### config.mk
export PLATFORM = sky130hd
export DESIGN_NAME = go_back_n_sender_control_flat
export DESIGN_NICKNAME = d
export VERILOG_FILES = /design/src/hdl/gbn_pkg.sv /design/src/hdl/gbn_in_if.sv /design/src/hdl/gbn_out_if.sv /design/src/hdl/gbn_cfg_if.sv /design/src/hdl/go_back_n_sender_control.sv /design/src/flat_wrapper.sv
export SDC_FILE = /design/constraint.sdc
export NUM_CORES = 1
export LEC_CHECK = 0
export BUFFER_PORTS_ARGS = -buffer_cell sky130_fd_sc_hd__buf_2
export CORE_UTILIZATION = 60
export CTS_BUF_LIST = sky130_fd_sc_hd__clkbuf_2 sky130_fd_sc_hd__clkbuf_4 sky130_fd_sc_hd__clkbuf_8
export DETAILED_ROUTE_END_ITERATION = 8
export GPL_ROUTABILITY_DRIVEN = 1
export PLACE_DENSITY_LB_ADDON = 0.1
export SLEW_MARGIN = 15
export SYNTH_ARGS = -nofsm -noshare
export SYNTH_HDL_FRONTEND = slang
export SYNTH_SLANG_ARGS = --single-unit
### constraint.sdc
create_clock -name clk -period 5.8 [get_ports clk]
set_input_delay 0.87 -clock clk [delete_from_list [all_inputs] [get_ports clk]]
set_output_delay 0.87 -clock clk [all_outputs]
set_load 0.05 [all_outputs]
### src/hdl/gbn_pkg.sv
// gbn_pkg: command and result codes, limits and register indexes
// for the go-back-n sender window control; no dependencies
package gbn_pkg;

  typedef enum logic [1:0] {
    CMD_START = 2'd0,
    CMD_TICK  = 2'd1,
    CMD_ACK   = 2'd2,
    CMD_FIN   = 2'd3
  } cmd_t;

  typedef enum logic [1:0] {
    KIND_SEND  = 2'd0,
    KIND_DONE  = 2'd1,
    KIND_ABORT = 2'd2,
    KIND_NONE  = 2'd3
  } kind_t;

  localparam logic [1:0] REG_WINDOW_SIZE   = 2'd0;
  localparam logic [1:0] REG_TIMEOUT_TICKS = 2'd1;
  localparam logic [1:0] REG_RETRY_LIMIT   = 2'd2;

  localparam logic [6:0]  MAX_WINDOW      = 7'd64;
  localparam logic [31:0] FIRST_ACK       = 32'd3;
  localparam logic [6:0]  RST_WINDOW_SIZE = 7'd1;
  localparam logic [7:0]  RST_TIMEOUT     = 8'd2;
  localparam logic [3:0]  RST_RETRY_LIMIT = 4'd5;
  localparam logic [3:0]  RETRY_SAT       = 4'd15;

endpackage

### src/hdl/gbn_in_if.sv
// gbn_in_if: input command channel (valid/ready) of the sender control
// depends on gbn_pkg
interface gbn_in_if;
  logic             valid;
  logic             ready;
  gbn_pkg::cmd_t    cmd;
  logic [15:0]      packet_count;
  logic [31:0]      ack_number;

  modport source (output valid, output cmd, output packet_count, output ack_number,
                  input ready);
  modport sink   (input valid, input cmd, input packet_count, input ack_number,
                  output ready);
endinterface

### src/hdl/gbn_out_if.sv
// gbn_out_if: result channel (valid/ready) of the sender control
// depends on gbn_pkg
interface gbn_out_if;
  logic             valid;
  logic             ready;
  gbn_pkg::kind_t   kind;
  logic [15:0]      packet_index;
  logic             is_last_packet;
  logic             last_of_run;

  modport source (output valid, output kind, output packet_index, output is_last_packet,
                  output last_of_run, input ready);
  modport sink   (input valid, input kind, input packet_index, input is_last_packet,
                  input last_of_run, output ready);
endinterface

### src/hdl/gbn_cfg_if.sv
// gbn_cfg_if: register write channel (valid/ready, index and data)
// no dependencies
interface gbn_cfg_if;
  logic       valid;
  logic       ready;
  logic [1:0] index;
  logic [7:0] data;

  modport source (output valid, output index, output data, input ready);
  modport sink   (input valid, input index, input data, output ready);
endinterface

### src/hdl/go_back_n_sender_control.sv
// go_back_n_sender_control: go-back-n sender window sequencer; needs gbn_pkg and the interfaces
// a start or timeout resend goes via S_PREP, an ack via S_ACK, S_MOVE and S_PREP, to S_SEND,
// which gives one packet index per cycle across the window (up to 64) unless the result
// channel stalls, or a single done or none result when nothing is left to send; a plain tick,
// an abort, a fin and idle commands give one result; one command at a time
// reset (rst_n low, synchronous): idle, window 1, timeout 2, retry limit 5
module go_back_n_sender_control (
  input  logic       clk,
  input  logic       rst_n,
  gbn_in_if.sink     in_if,
  gbn_out_if.source  out_if,
  gbn_cfg_if.sink    cfg_if
);

  typedef enum logic [5:0] {
    S_IDLE   = 6'b000001,
    S_ACK    = 6'b000010,
    S_MOVE   = 6'b000100,
    S_PREP   = 6'b001000,
    S_SEND   = 6'b010000,
    S_SINGLE = 6'b100000
  } state_t;

  state_t         state_r, state_nxt;
  logic [6:0]     win_cfg_r;
  logic [7:0]     tmo_cfg_r;
  logic [3:0]     rlim_cfg_r;

  logic           active_r, active_nxt;
  logic [15:0]    total_r, total_nxt;
  logic [16:0]    ws_r, ws_nxt;
  logic [16:0]    nu_r, nu_nxt;
  logic [31:0]    ha_r, ha_nxt;
  logic [7:0]     el_r, el_nxt;
  logic [3:0]     tc_r, tc_nxt;

  logic [16:0]    idx_r, idx_nxt;
  logic [16:0]    end_r, end_nxt;
  logic           resend_r, resend_nxt;
  logic [31:0]    ack_r, ack_nxt;
  logic [30:0]    half_r, half_nxt;
  logic           upd_r, upd_nxt;
  gbn_pkg::kind_t kind_r, kind_nxt;

  logic           out_valid_r, out_valid_nxt;
  gbn_pkg::kind_t out_kind_r, out_kind_nxt;
  logic [15:0]    out_idx_r, out_idx_nxt;
  logic           out_lastpkt_r, out_lastpkt_nxt;
  logic           out_lastrun_r, out_lastrun_nxt;

  logic           in_acc;
  logic           out_free;
  logic [8:0]     tick_e;
  logic [3:0]     tc_sat;
  logic [6:0]     win_eff;
  logic [16:0]    win_end;
  logic [16:0]    pass_end;
  logic [16:0]    pass_first;
  logic [16:0]    total_ext;
  logic [16:0]    room;
  logic [31:0]    ack_diff;
  logic [16:0]    idx_inc;

  assign in_if.ready  = (state_r == S_IDLE);
  assign in_acc       = in_if.valid && in_if.ready;
  assign out_free     = !out_valid_r || out_if.ready;
  assign cfg_if.ready = 1'b1;

  assign out_if.valid          = out_valid_r;
  assign out_if.kind           = out_kind_r;
  assign out_if.packet_index   = out_idx_r;
  assign out_if.is_last_packet = out_lastpkt_r;
  assign out_if.last_of_run    = out_lastrun_r;

  assign total_ext = {1'b0, total_r};
  assign tick_e    = {1'b0, el_r} + 9'd1;
  assign tc_sat    = (tc_r == gbn_pkg::RETRY_SAT) ? tc_r : tc_r + 4'd1;
  assign win_eff   = (win_cfg_r == 7'd0) ? 7'd1 :
                     (win_cfg_r > gbn_pkg::MAX_WINDOW) ? gbn_pkg::MAX_WINDOW : win_cfg_r;
  assign win_end   = ws_r + {10'd0, win_eff};
  assign pass_end  = (win_end < total_ext) ? win_end : total_ext;
  assign pass_first = resend_r ? ws_r : ((nu_r > ws_r) ? nu_r : ws_r);
  assign room      = total_ext - ws_r;
  assign ack_diff  = ack_r - ha_r;
  assign idx_inc   = idx_r + 17'd1;

  always_comb begin
    state_nxt       = state_r;
    active_nxt      = active_r;
    total_nxt       = total_r;
    ws_nxt          = ws_r;
    nu_nxt          = nu_r;
    ha_nxt          = ha_r;
    el_nxt          = el_r;
    tc_nxt          = tc_r;
    idx_nxt         = idx_r;
    end_nxt         = end_r;
    resend_nxt      = resend_r;
    ack_nxt         = ack_r;
    half_nxt        = half_r;
    upd_nxt         = upd_r;
    kind_nxt        = kind_r;
    out_valid_nxt   = out_valid_r && !out_if.ready;
    out_kind_nxt    = out_kind_r;
    out_idx_nxt     = out_idx_r;
    out_lastpkt_nxt = out_lastpkt_r;
    out_lastrun_nxt = out_lastrun_r;

    case (state_r)
      S_IDLE: begin
        if (in_acc) begin
          if (in_if.cmd == gbn_pkg::CMD_START) begin
            active_nxt = 1'b1;
            total_nxt  = (in_if.packet_count == 16'd0) ? 16'd1 : in_if.packet_count;
            ws_nxt     = 17'd0;
            nu_nxt     = 17'd0;
            ha_nxt     = gbn_pkg::FIRST_ACK;
            tc_nxt     = 4'd0;
            resend_nxt = 1'b0;
            state_nxt  = S_PREP;
          end else if (!active_r) begin
            kind_nxt  = gbn_pkg::KIND_NONE;
            state_nxt = S_SINGLE;
          end else if (in_if.cmd == gbn_pkg::CMD_TICK) begin
            if (tick_e > {1'b0, tmo_cfg_r}) begin
              if (tc_sat >= rlim_cfg_r) begin
                // retries used up
                active_nxt = 1'b0;
                tc_nxt     = 4'd0;
                el_nxt     = 8'd0;
                kind_nxt   = gbn_pkg::KIND_ABORT;
                state_nxt  = S_SINGLE;
              end else begin
                tc_nxt     = tc_sat;
                resend_nxt = 1'b1;
                state_nxt  = S_PREP;
              end
            end else begin
              el_nxt    = tick_e[7:0];
              kind_nxt  = gbn_pkg::KIND_NONE;
              state_nxt = S_SINGLE;
            end
          end else if (in_if.cmd == gbn_pkg::CMD_ACK) begin
            ack_nxt    = in_if.ack_number;
            resend_nxt = 1'b0;
            state_nxt  = S_ACK;
          end else begin
            active_nxt = 1'b0;
            tc_nxt     = 4'd0;
            el_nxt     = 8'd0;
            kind_nxt   = gbn_pkg::KIND_DONE;
            state_nxt  = S_SINGLE;
          end
        end
      end
      S_ACK: begin
        // sequence numbers step by two
        upd_nxt  = ack_r > ha_r;
        half_nxt = ack_diff[31:1];
        if (ack_r > ha_r) begin
          ha_nxt = ack_r;
        end
        state_nxt = S_MOVE;
      end
      S_MOVE: begin
        if (upd_r) begin
          tc_nxt = 4'd0;
          if (half_r >= {14'd0, room}) begin
            ws_nxt = total_ext;
          end else begin
            ws_nxt = ws_r + half_r[16:0];
          end
        end
        state_nxt = S_PREP;
      end
      S_PREP: begin
        el_nxt  = 8'd0;
        idx_nxt = pass_first;
        end_nxt = pass_end;
        if (ws_r >= total_ext) begin
          active_nxt = 1'b0;
          tc_nxt     = 4'd0;
          kind_nxt   = gbn_pkg::KIND_DONE;
          state_nxt  = S_SINGLE;
        end else if (pass_first >= pass_end) begin
          kind_nxt  = gbn_pkg::KIND_NONE;
          state_nxt = S_SINGLE;
        end else begin
          state_nxt = S_SEND;
        end
      end
      S_SEND: begin
        if (out_free) begin
          out_valid_nxt   = 1'b1;
          out_kind_nxt    = gbn_pkg::KIND_SEND;
          out_idx_nxt     = idx_r[15:0];
          out_lastpkt_nxt = (idx_inc == total_ext);
          out_lastrun_nxt = (idx_inc == end_r);
          nu_nxt          = idx_inc;
          idx_nxt         = idx_inc;
          if (idx_inc == end_r) begin
            state_nxt = S_IDLE;
          end
        end
      end
      S_SINGLE: begin
        if (out_free) begin
          out_valid_nxt   = 1'b1;
          out_kind_nxt    = kind_r;
          out_idx_nxt     = 16'd0;
          out_lastpkt_nxt = 1'b0;
          out_lastrun_nxt = 1'b1;
          state_nxt       = S_IDLE;
        end
      end
      default: begin
        state_nxt = S_IDLE;
      end
    endcase
  end

  always_ff @(posedge clk) begin
    if (!rst_n) begin
      state_r     <= S_IDLE;
      active_r    <= 1'b0;
      total_r     <= 16'd0;
      ws_r        <= 17'd0;
      nu_r        <= 17'd0;
      ha_r        <= gbn_pkg::FIRST_ACK;
      el_r        <= 8'd0;
      tc_r        <= 4'd0;
      out_valid_r <= 1'b0;
      win_cfg_r   <= gbn_pkg::RST_WINDOW_SIZE;
      tmo_cfg_r   <= gbn_pkg::RST_TIMEOUT;
      rlim_cfg_r  <= gbn_pkg::RST_RETRY_LIMIT;
    end else begin
      state_r     <= state_nxt;
      active_r    <= active_nxt;
      total_r     <= total_nxt;
      ws_r        <= ws_nxt;
      nu_r        <= nu_nxt;
      ha_r        <= ha_nxt;
      el_r        <= el_nxt;
      tc_r        <= tc_nxt;
      out_valid_r <= out_valid_nxt;
      if (cfg_if.valid && cfg_if.ready) begin
        case (cfg_if.index)
          gbn_pkg::REG_WINDOW_SIZE:   win_cfg_r  <= cfg_if.data[6:0];
          gbn_pkg::REG_TIMEOUT_TICKS: tmo_cfg_r  <= cfg_if.data;
          gbn_pkg::REG_RETRY_LIMIT:   rlim_cfg_r <= cfg_if.data[3:0];
          default: ;
        endcase
      end
    end
  end

  // working and payload registers
  always_ff @(posedge clk) begin
    idx_r         <= idx_nxt;
    end_r         <= end_nxt;
    resend_r      <= resend_nxt;
    ack_r         <= ack_nxt;
    half_r        <= half_nxt;
    upd_r         <= upd_nxt;
    kind_r        <= kind_nxt;
    out_kind_r    <= out_kind_nxt;
    out_idx_r     <= out_idx_nxt;
    out_lastpkt_r <= out_lastpkt_nxt;
    out_lastrun_r <= out_lastrun_nxt;
  end

  // a stalled result holds its payload until taken
  a_out_stable: assert property (@(posedge clk) disable iff (!rst_n)
    out_valid_r && !out_if.ready |=> out_valid_r &&
      $stable({out_kind_r, out_idx_r, out_lastpkt_r, out_lastrun_r}))
    else $error("result changed while stalled");

  // between commands a running transfer has its window start below the count
  a_window_open: assert property (@(posedge clk) disable iff (!rst_n)
    (state_r == S_IDLE) && active_r |-> ws_r < total_ext)
    else $error("active transfer with closed window");

  // only a send result may flag the final packet
  a_last_pkt_send: assert property (@(posedge clk) disable iff (!rst_n)
    out_valid_r && out_lastpkt_r |-> out_kind_r == gbn_pkg::KIND_SEND)
    else $error("last packet flag on non-send result");

  // a command transaction always holds the input off in the next cycle
  a_busy_after_cmd: assert property (@(posedge clk) disable iff (!rst_n)
    in_acc |=> !in_if.ready)
    else $error("input ready right after a command");

endmodule

### src/flat_wrapper.sv
// flat-port wrapper written by rule: the top's interface ports become plain ports
module go_back_n_sender_control_flat 
  (clk, rst_n, in_if_valid, in_if_cmd, in_if_packet_count, in_if_ack_number, in_if_ready, out_if_valid, out_if_kind, out_if_packet_index, out_if_is_last_packet, out_if_last_of_run, out_if_ready, cfg_if_valid, cfg_if_index, cfg_if_data, cfg_if_ready);
  gbn_in_if in_if_i ();
  gbn_out_if out_if_i ();
  gbn_cfg_if cfg_if_i ();
  input  logic clk;
  input  logic rst_n;
  input wire logic [$bits(in_if_i.valid)-1:0] in_if_valid;
  input wire logic [$bits(in_if_i.cmd)-1:0] in_if_cmd;
  input wire logic [$bits(in_if_i.packet_count)-1:0] in_if_packet_count;
  input wire logic [$bits(in_if_i.ack_number)-1:0] in_if_ack_number;
  output wire logic [$bits(in_if_i.ready)-1:0] in_if_ready;
  output wire logic [$bits(out_if_i.valid)-1:0] out_if_valid;
  output wire logic [$bits(out_if_i.kind)-1:0] out_if_kind;
  output wire logic [$bits(out_if_i.packet_index)-1:0] out_if_packet_index;
  output wire logic [$bits(out_if_i.is_last_packet)-1:0] out_if_is_last_packet;
  output wire logic [$bits(out_if_i.last_of_run)-1:0] out_if_last_of_run;
  input wire logic [$bits(out_if_i.ready)-1:0] out_if_ready;
  input wire logic [$bits(cfg_if_i.valid)-1:0] cfg_if_valid;
  input wire logic [$bits(cfg_if_i.index)-1:0] cfg_if_index;
  input wire logic [$bits(cfg_if_i.data)-1:0] cfg_if_data;
  output wire logic [$bits(cfg_if_i.ready)-1:0] cfg_if_ready;
  assign in_if_i.valid = in_if_valid;
  assign in_if_i.cmd = in_if_cmd;
  assign in_if_i.packet_count = in_if_packet_count;
  assign in_if_i.ack_number = in_if_ack_number;
  assign in_if_ready = in_if_i.ready;
  assign out_if_valid = out_if_i.valid;
  assign out_if_kind = out_if_i.kind;
  assign out_if_packet_index = out_if_i.packet_index;
  assign out_if_is_last_packet = out_if_i.is_last_packet;
  assign out_if_last_of_run = out_if_i.last_of_run;
  assign out_if_i.ready = out_if_ready;
  assign cfg_if_i.valid = cfg_if_valid;
  assign cfg_if_i.index = cfg_if_index;
  assign cfg_if_i.data = cfg_if_data;
  assign cfg_if_ready = cfg_if_i.ready;
  go_back_n_sender_control u_core (.clk(clk), .rst_n(rst_n), .in_if(in_if_i), .out_if(out_if_i), .cfg_if(cfg_if_i));
endmodule
=== Yosys cells after proc, flatten, opt, wreduce, memory -nomap -nowiden ===
Index checks and enable logic that the tools add are counted.

* Output and inout bits: 23
* Bits of input ports: 65
* Logic and storage cells: 197
* Bits in registers: 242

* Add/sub/neg operators: 7
* Magnitude comparators: 9
* Bitwise logic cells: 2
* Equality and inequality tests: 33
* Mux-type cells: 88
* Reductions and logical operators: 35

{| class="wikitable"
|+ Operators by type and width
! kind !! number
|-
| 17-bit 2-to-1 mux || 8
|-
| 17-bit one-hot mux with 2 select lines || 3
|-
| 32-bit 2-to-1 mux || 3
|-
| 6-bit 2-to-1 mux || 12
|-
| 32-bit one-hot mux with 2 select lines || 1
|-
| 8-bit 2-to-1 mux || 7
|-
| 16-bit 2-to-1 mux || 3
|-
| 4-bit 2-to-1 mux || 10
|-
| 6-bit one-hot mux with 6 select lines || 1
|-
| 32-bit greater-than comparator || 1
|-
| 16-bit one-hot mux with 2 select lines || 1
|-
| 32-bit subtractor || 1
|-
| 31-bit by 17-bit greater-or-equal comparator with 1-bit output || 1
|-
| 6-bit AND reduction || 4
|-
| 2-bit 2-to-1 mux || 11
|-
| 1-bit 2-to-1 mux || 19
|-
| 17-bit by 1-bit adder with 17-bit output, second input constant || 1
|-
| 17-bit adder || 1
|-
| 17-bit by 7-bit adder with 17-bit output || 1
|-
| 17-bit by 16-bit equality test with 1-bit output || 1
|-
| 17-bit equality test || 1
|-
| 17-bit by 16-bit greater-or-equal comparator with 1-bit output || 1
|-
| 17-bit greater-or-equal comparator || 1
|-
| 17-bit greater-than comparator || 1
|-
| other kinds (42) || 80
|}

=== Depth between registers and ports, before layout ===
Gate-level depths: netlist (run 1).

* Depth after elaboration: 10
* Gate-level depth with buffers: 30

=== Worst setup path after synthesis (run 1) ===
Ideal clock, no wire load.

* Kind: register -> register
* Start: register u_core.win_cfg_r[1]
* End: register u_core.kind_r[0] (enable)
* Setup slack: 0.597 ns
* Period minus slack after synthesis: 5.203 ns
* Cell stages (with the launch flop): 31
* Data arrival time: 4.951 ns
* Required time: 5.547 ns
* Setup time: 0.253 ns
* Buffers on the path: 1
* Cells stage by stage: dfxtp_1 nor3_1 a21oi_1 nor2_1 ha_1 fa_1 a21o_1 a21oi_1 o21bai_1 a31oi_1 nor2_1 nand3_1 xnor2_1 ha_1 a21o_1 a21o_1 a21oi_1 o21ai_0 a21oi_1 o2111ai_1 buf_4 mux2i_1 ha_1 a21o_1 a21oi_1 nor2b_1 o21ai_0 o211ai_1 o22a_1 o221ai_1 inv_1

* Cells in the longest elaborated chain, start to end: 9
* Elaborated cells between the ends (all ways): 10

{| class="wikitable"
|+ Ends and longest elaborated chain
! element !! RTL line !! RTL
|-
| from (decl) || go_back_n_sender_control.sv:25 || <nowiki>logic [6:0] win_cfg_r;</nowiki>
|-
| from (signal assigned) || go_back_n_sender_control.sv:233 || <nowiki>win_cfg_r <= gbn_pkg::RST_WINDOW_SIZE;</nowiki>
|-
| from (signal assigned) || go_back_n_sender_control.sv:248 || <nowiki>gbn_pkg::REG_WINDOW_SIZE: win_cfg_r <= cfg_if.data[6:0];</nowiki>
|-
| 7-bit greater-than comparator || go_back_n_sender_control.sv:79 || <nowiki>(win_cfg_r > gbn_pkg::MAX_WINDOW) ? gbn_pkg::MAX_WINDOW : win_cfg_r;</nowiki>
|-
| 7-bit 2-to-1 mux || go_back_n_sender_control.sv:79 ||
|-
| 7-bit 2-to-1 mux (*) || go_back_n_sender_control.sv:78 || <nowiki>assign win_eff = (win_cfg_r == 7'd0) ? 7'd1 :</nowiki>
|-
| 17-bit by 7-bit adder with 17-bit output (*) || go_back_n_sender_control.sv:80 || <nowiki>assign win_end = ws_r + {10'd0, win_eff};</nowiki>
|-
| 17-bit by 16-bit less-than comparator with 1-bit output || go_back_n_sender_control.sv:81 || <nowiki>assign pass_end = (win_end < total_ext) ? win_end : total_ext;</nowiki>
|-
| 17-bit 2-to-1 mux (*) || go_back_n_sender_control.sv:81 ||
|-
| 17-bit greater-or-equal comparator (*) || go_back_n_sender_control.sv:185 || <nowiki>end else if (pass_first >= pass_end) begin</nowiki>
|-
| 3-bit by 1-bit != test with 1-bit output (no line) (*) || - ||
|-
| 6-bit AND reduction (no line) (*) || - ||
|-
| to (signal assigned) || go_back_n_sender_control.sv:265 || <nowiki>kind_r <= kind_nxt;</nowiki>
|-
| to (decl) || go_back_n_sender_control.sv:43 || <nowiki>gbn_pkg::kind_t kind_r, kind_nxt;</nowiki>
|}

Mark *: on every way between the ends. The rest lies on a longest branch, timed or not.
A chain may end at the register's enable or synchronous reset.

=== Worst setup path in the final report (run 1) ===
* Start: register u_core.win_cfg_r[2]
* End: register u_core.kind_r[1] (enable)

* Cells in the longest elaborated chain, start to end: 9
* Elaborated cells between the ends (all ways): 10

{| class="wikitable"
|+ Ends and longest elaborated chain
! element !! RTL line !! RTL
|-
| 7-bit greater-than comparator || go_back_n_sender_control.sv:79 ||
|-
| 7-bit 2-to-1 mux || go_back_n_sender_control.sv:79 ||
|-
| 7-bit 2-to-1 mux (*) || go_back_n_sender_control.sv:78 ||
|-
| 17-bit by 7-bit adder with 17-bit output (*) || go_back_n_sender_control.sv:80 ||
|-
| 17-bit by 16-bit less-than comparator with 1-bit output || go_back_n_sender_control.sv:81 ||
|-
| 17-bit 2-to-1 mux (*) || go_back_n_sender_control.sv:81 ||
|-
| net u_core.pass_end[0] || go_back_n_sender_control.sv:57 || <nowiki>logic [16:0] pass_end;</nowiki>
|-
| 17-bit greater-or-equal comparator (*) || go_back_n_sender_control.sv:185 ||
|-
| 3-bit by 1-bit != test with 1-bit output (no line) (*) || - ||
|-
| 6-bit AND reduction (no line) (*) || - ||
|}

Mark *: on every way through the listed nets, which the timed path passes. The rest lies on a longest branch.

==> summary.txt, run 1 <==
Floorplan
  – Io pins: 88
  – Num rows: 59
  – Starting Density: 61.6%
  – Die width: 166 um
  – Die footprint: 0.0275 mm2
  – Core region area: 0.0262 mm2
  – Y dimension of the die: 166 um

Critical path
  – Most Frequent Cell on Critical Path: a21oi_2
  – Required @ worst endpoint: 6.14 ns
  – Worst Setup Path Type: reg -> reg
  – Family with the most delay on the worst path: compound AO/OA/AOI/OAI gates
  – CP max stage delay: 0.37 ns
  – Crit path max fanout: 5
  – CP endpoint kind: flip-flop
  – CP Data Arrival Time: 5.85 ns
  – Slowest cell on crit path: fa_2
  – Critical path startpoint category: flip-flop
  – WP buf/inv: 1

Cells and area
  – Utilization after layout: 69.1%
  – Fillers: 2139
  – Layout area overhead: 12.3%
  – Layout net count: 2059
  – Share of layout cells above drive strength 1: 15.8%
  – Post-route cell area: 0.0181 mm2
  – Most common cell after layout, fill and taps aside: ha_1
  – Finished Layout Cells: 2207
  – Commonest non-fill, non-tap cells in the layout: 152 x ha_1, 142 x nand2_1, 130 x a21oi_1
  – Antenna diodes: 0

Detailed routing
  – DR vias: 13400
  – WL final: 43.0 mm
  – Initial DRC Count: 982
  – DRC Markers: 2
  – Avg WL per Cell: 19.5 um
  – Drt pass-1 iters: 7
  – Vias/cell: 6.08
  – Post-route ant nets: 0

Timing
  – Final slew viol count: 0
  – RSZ-0062 raised after global routing: no
  – Slew @ Worst Pin: 1.08 ns
  – Endpoints failing setup: 0
  – Setup TNS: 0 ns
  – Hold Worst Slack: 0.468 ns
  – Final-report hold violation count: 0
  – Tcrit/Tclk final: 95.0%
  – Slew HR: 27.9%
  – Tmin final: 5.51 ns
  – Skew final: 0.0169 ns
  – FMAX: 181 MHz

Outcome
  – Failing checks: design-rule violations
  – Outcome: finished with violations

Synth
  – Asr flop ratio synth: 0%
  – Largest cells by area after synthesis: edfxtp_1 23%, dfxtp_1 15%, ha_1 12%, mux2i_1 4.3%, a21oi_1 4.3%
  – Synthesis-stage register bit count: 242
  – Syn Inst Count: 1730
  – Yosys warning count: 0
  – EDFF count, synth: 121
  – Post-Syn Area: 0.0161 mm2
  – Yosys top cell area share: 22.5%
  – Top FF cell, synth: edfxtp_1
  – Synth cell types: 91
  – Register area share after synthesis: 37.5%
  – Syn Area/Cell: 9.33 um2
  – Cell taking the most area after synthesis: edfxtp_1

GRT
  – Overflow after GRT: 0
  – Initial antenna violation count: 1
  – GRT Total Usage: 30.9%
  – Largest net degree at the start of global routing: 71
  – Number of global-route vias before repair: 12800
  – First-pass GRT wire length: 67.5 mm

Placed design
  – Post-DP HPWL: 32.6 mm
  – Final GP Congestion: 0.939
  – Buffers on Ports: 86
  – # placed instances: 2124
  – Placed cell areas: 0.0170 mm2

Clock network
  – CTS tree: yes
  – Clock Tree Root: clkbuf_8
  – CTS Buffer Depth: 3
  – Clock Sinks: 242
  – H-Tree Level Count: 2
  – CTS clk-pin slew, worst paths: 0.06 ns
  – Clk_lat worst skew: 0.58 ns
  – Total CTS buffers: 43

Worst hold path
  – Worst hold path type: reg -> reg

Pwr
  – Leak: 7.29 nW
  – Power per cell area: 241 mW/mm2
  – Peak supply drop: 0.231 mV

Job
  – MaxCap Viol Count: 0
==> final timing paths <==
kind                      endpoint  depth (start not counted)                start  slack, ns
hold / removal     u_core.ha_r[23]                          2      u_core.ha_r[23]       0.47
hold reg to reg    u_core.ha_r[23]                          2      u_core.ha_r[23]       0.47
setup / recovery  u_core.kind_r[1]                         29  u_core.win_cfg_r[2]       0.29
setup reg to reg  u_core.kind_r[1]                         29  u_core.win_cfg_r[2]       0.29
==> power breakdown <==
part	switching (mW)	internal, mW	leakage, nW	total (mW)
Clock	0.748	1.00	0.510	1.75
Sequential	0.0360	1.83	2.04	1.87
Combinational	0.437	0.311	4.75	0.748
==> cell families after synthesis <==
logic type | Yosys count | share of synthesized area (%)
simple gates | 554 | 17.3
fa+ha+maj | 156 | 12.3
buf+inv | 176 | 4.40
mux | 111 | 7.20
flops | 242 | 37.5
other cells | 2 | 0.0466
compound gates | 372 | 14.7
xor+xnor | 117 | 6.52
==> Yosys cell counts (all sizes together), types with 4 or more instances <==
cell and count:
xnor2 76, ha 152, nand2b 17, o21bai 10, a22oi 6, nand3 78
nand4 20, a21boi 4, a211o 4, buf 9, or4 6, nor3 38
o31ai 6, and3 22, nor2 123, o2111ai 5, or2 5, nor4 26
inv 117, a2111oi 5, o21ai 63, o21a 24, o311ai 5, dfxtp 121
edfxtp 121, nand2 142, mux2 41, clkbuf 46, a311oi 9, a211oi 15
a21oi 137, fa 4, xor2 39, nand3b 9, nor2b 21, or3 8
a21o 41, o211ai 9, and2 21, a31oi 7, mux2i 70
==> final cells by class <==
type | count | area (um2) | share of cell area (%)
Multi-Input combinational cell | 1313 | 9520 | 52.5
Sequential cell | 242 | 6060 | 33.4
Clock buffer | 69 | 868 | 4.79
Timing Repair Buffer | 119 | 708 | 3.91
Inverter | 119 | 453 | 2.50
Tap cell | 335 | 419 | 2.31
Clock inverter | 10 | 92.6 | 0.511
==> state kept, by name, indices dropped and copies added (netlist names) <==
| register | count |
|---|---|
| u_core.idx_r | 17 |
| u_core.tmo_cfg_r | 8 |
| u_core.el_r | 8 |
| u_core.rlim_cfg_r | 4 |
| u_core.half_r | 31 |
| u_core.out_if.kind | 2 |
| u_core.total_r | 16 |
| u_core.ws_r | 17 |
| u_core.out_if.packet_index | 16 |
| u_core.end_r | 17 |
| u_core.ha_r | 32 |
| u_core.ack_r | 32 |
| u_core.kind_r | 2 |
| u_core.nu_r | 17 |
| u_core.out_if.last_of_run | 1 |
| u_core.upd_r | 1 |
| u_core.resend_r | 1 |
| u_core.out_if.is_last_packet | 1 |
| u_core.out_if.valid | 1 |
| u_core.win_cfg_r | 7 |
| u_core.tc_r | 4 |
| u_core.state_r | 6 |
| u_core.active_r | 1 |
==> through the flow <==
| step | total power, mW | worst slack [ns] |
|---|---|---|
| global placement | 2.56 | -0.0469 |
| detailed placement | 2.58 | -0.185 |
| finish | 4.36 | 0.287 |
| floorplan | 2.39 | 0.597 |
| CTS | 4.33 | 0.0127 |
| global route | 4.52 | 0.0205 |
==> what timing repair did <==
| action | 4_1_cts | 5_1_grt |
|---|---|---|
| gates resized for setup | 5 | 25 |
| gates cloned | 0 | 1 |
| hold buffers | 0 | 0 |
| setup buffers | 0 | 3 |
| pin swaps | 3 | 10 |
| hold endpoints to repair | 0 | 0 |
| setup endpoints to repair | 3 | 4 |
==> routing by layer <==
| metal | global-route usage (%) | part of all wire [%] |
|---|---|---|
| met1 | 41.2 | 45 |
| met2 | 49.7 | 45 |
| met3 | 6.22 | 6.8 |
| met4 | 11.4 | 3.3 |
| met5 | 0 | 0.040 |
==> worst reg2reg max path, delay by kind of cell (launching register included) <==
kind	cells	cell delay (ns)
AO/OA/AOI/OAI	16	2.77
XOR/XNOR	1	0.07
adder cells (fa/ha/maj)	4	1.18
buffers and inverters	1	0.07
flip-flops	1	0.35
multiplexers	1	0.36
AND/OR/NAND/NOR	6	0.46
Power figures use the tool's default switching activity.
==> run 2: changes to the inputs <==
--- a/config.mk
+++ b/config.mk
@@ -5,10 +5,11 @@
 export SDC_FILE = /design/constraint.sdc
 export NUM_CORES = 1
 export LEC_CHECK = 0
-export BUFFER_PORTS_ARGS = -buffer_cell sky130_fd_sc_hd__buf_2
+export CORE_MARGIN = 3
 export CORE_UTILIZATION = 60
 export CTS_BUF_LIST = sky130_fd_sc_hd__clkbuf_2 sky130_fd_sc_hd__clkbuf_4 sky130_fd_sc_hd__clkbuf_8
 export DETAILED_ROUTE_END_ITERATION = 8
+export DONT_BUFFER_PORTS = 1
 export GPL_ROUTABILITY_DRIVEN = 1
 export PLACE_DENSITY_LB_ADDON = 0.1
 export SLEW_MARGIN = 15
==> summary.txt, run 2 (same netlist as run 1, synthesis figures left out) <==
Outcome
  – Outcome: completed

Critical path
  – Slowest cell on crit path: fa_2
  – Crit path max fanout: 5 (unchanged)
  – Critical path startpoint category: flip-flop
  – CP endpoint kind: flip-flop
  – CP Data Arrival Time: 5.91 ns (+0.06 ns)
  – Worst Setup Path Type: reg -> reg
  – CP max stage delay: 0.40 ns (+0.03 ns)
  – Required @ worst endpoint: 6.12 ns (-0.02 ns)

Clock network
  – CTS Hold Buffers Added: 0 (unchanged)
  – Total CTS buffers: 44 (+2.3%)
  – Clock Tree Root: clkbuf_8
  – CTS Buffer Depth: 3 (unchanged)
  – Clk_lat worst skew: 0.56 ns (-0.02 ns)
  – H-Tree Level Count: 2 (unchanged)
  – CTS clk-pin slew, worst paths: 0.07 ns (about the same)
  – Clock Sinks: 242 (unchanged)
  – CTS tree: yes

Detailed routing
  – Routed wire length on met2: 19.4 mm (+0.57%)
  – Vias/cell: 6.13 (+0.78%)
  – DR vias: 13100 (-2.5%)
  – DRC Markers: 0 (-2)
  – WL final: 42.4 mm (-1.4%)
  – Avg WL per Cell: 19.9 um (+2.0%)
  – Post-route ant nets: 0 (unchanged)
  – M1 WL: 19.1 mm (-1.6%)
  – Initial DRC Count: 1091 (+11%)
  – Highest routed layer: met4
  – Drt pass-1 iters: 5 (-2)
  – Routed wl met3: 2.62 mm (-9.9%)

Pwr
  – Sequential power share: 41.3% (-1.5 points)
  – Switching power total: 1.20 mW (-1.9%)
  – Pwr Total: 4.58 mW (+5.0%)
  – Clock share of power: 43.5% (+3.4 points)
  – Internal power: 3.38 mW (+7.7%)
  – Sw frac: 26.1% (-1.8 points)
  – Comb pwr share: 15.2% (-1.9 points)
  – Leak: 7.07 nW (-3.0%)
  – Power per cell area: 256 mW/mm2 (+6.3%)
  – Peak supply drop: 0.305 mV (+32%)

Cells and area
  – Fillers: 2150 (+0.51%)
  – Antenna diodes: 0 (unchanged)
  – Post-route cell area: 0.0179 mm2 (-1.2%)
  – Utilization after layout: 68.3% (-0.84 points)
  – Commonest non-fill, non-tap cells in the layout: 151 x ha_1, 141 x nand2_1, 130 x a21oi_1
  – Layout area overhead: 11.0%
  – Share of layout cells above drive strength 1: 12.1% (-3.7 points)
  – Most common cell after layout, fill and taps aside: ha_1
  – Layout net count: 1985 (-3.6%)
  – Finished Layout Cells: 2134 (-3.3%)
  – Top flop regs: u_core.ack_r x32, u_core.ha_r x32, u_core.half_r x31

Floorplan
  – Core region area: 0.0262 mm2 (unchanged)
  – Io pins: 88 (unchanged)
  – Die footprint: 0.0289 mm2 (+4.9%)
  – Y dimension of the die: 170 um (+2.4%)
  – Die width: 170 um (+2.4%)
  – Starting Density: 61.6% (unchanged)
  – Num rows: 59 (unchanged)

Timing
  – Tcrit/Tclk final: 96.5% (+1.4 points)
  – Endpoints failing setup: 0 (unchanged)
  – Final slew viol count: 0 (unchanged)
  – Setup TNS: 0 ns (unchanged)
  – Slew HR: 27.5% (-0.40 points)
  – FMAX: 179 MHz (-1.5%)
  – Skew final: 0.0248 ns (+0.00788 ns)
  – Hold Worst Slack: 0.377 ns (-0.0913 ns)
  – RSZ-0062 raised after global routing: yes
  – Final WS setup: 0.205 ns (-0.0826 ns)
  – Final-report hold violation count: 0 (unchanged)
  – Slew @ Worst Pin: 1.09 ns (+0.00722 ns)
  – Tmin final: 5.60 ns (+0.0826 ns)

GRT
  – Initial antenna violation count: 0 (-1)
  – Number of global-route vias before repair: 12600 (-1.4%)
  – GRT Total Usage: 29.1% (-1.8 points)
  – Largest net degree at the start of global routing: 72 (+1.4%)
  – First-pass GRT wire length: 67.0 mm (-0.67%)
  – Overflow after GRT: 0 (unchanged)

Placed design
  – Final GP Congestion: 0.916 (-2.4%)
  – Post-DP HPWL: 32.5 mm (-0.55%)
  – Buffers on Ports: 0 (-100%)
  – Placed cell areas: 0.0166 mm2 (-2.4%)
  – Place WS: -0.124 ns (+0.0611 ns)
  – # placed instances: 2040 (-4.0%)

Job
  – MaxCap Viol Count: 0 (unchanged)

Worst hold path
  – Worst hold path type: in -> reg
run 2: changes by cell type in the layout (fill, tap and decap cells not counted), moves of 3 or more:
cell       previous run  this run
buf_2                86         0
buf_4                31        41
bufinv_16             1         9
clkbuf_8             56        48
clkinv_1              1         6
clkbuf_4             13        10
run 2: path summary, 6_finish.rpt:
path                                     startpoint                   end  slack [ns]  cells past startpoint
worst max-delay path            u_core.win_cfg_r[4]      u_core.kind_r[0]        0.20                     30
worst min-delay path                          rst_n  u_core.rlim_cfg_r[2]        0.38                      1
worst max register to register  u_core.win_cfg_r[4]      u_core.kind_r[0]        0.20                     30
worst min register to register      u_core.ha_r[28]       u_core.ha_r[28]        0.47                      2
run 2: critical path: cells and delay by family (launching register included):
family / cells / cell delay (ns)
fa+ha+maj: 4 / 1.18
xor+xnor: 1 / 0.14
simple gates: 9 / 0.84
flops: 1 / 0.34
compound gates: 12 / 2.08
mux: 1 / 0.37
buf+inv: 3 / 0.40
run 2: timing repair:
item,in CTS,in global routing
pin swaps,2,28
gates resized for setup,3,28
buffers inserted,3,10
endpoints found under the setup margin,3,4
run 2: power by group through the flow:
stage,Sequential [mW],Clock [mW],Combinational (mW)
CTS,1.89,2.03,0.627
global placement,1.93,0,0.592
floorplan,1.91,0,0.479
finish,1.89,1.99,0.695
detailed placement,1.93,0,0.604
global route,1.90,2.10,0.754
run 2: layout make-up:
type                       instances  area (um2)  area share, %
clock inverter                    23         354           1.98
clock buffer                      58         736           4.11
tap                              335         419           2.34
timing repair buffer              44         363           2.03
inverter                         119         453           2.53
multi-input combinational       1313        9520           53.2
sequential                       242        6060           33.9
run 2: metal layers:
layer,vias up,track usage [%]
met5,-,0
met4,0,8.96
met3,100,5.25
met2,404,47.8
met1,6214,39.4
li1,6354,-
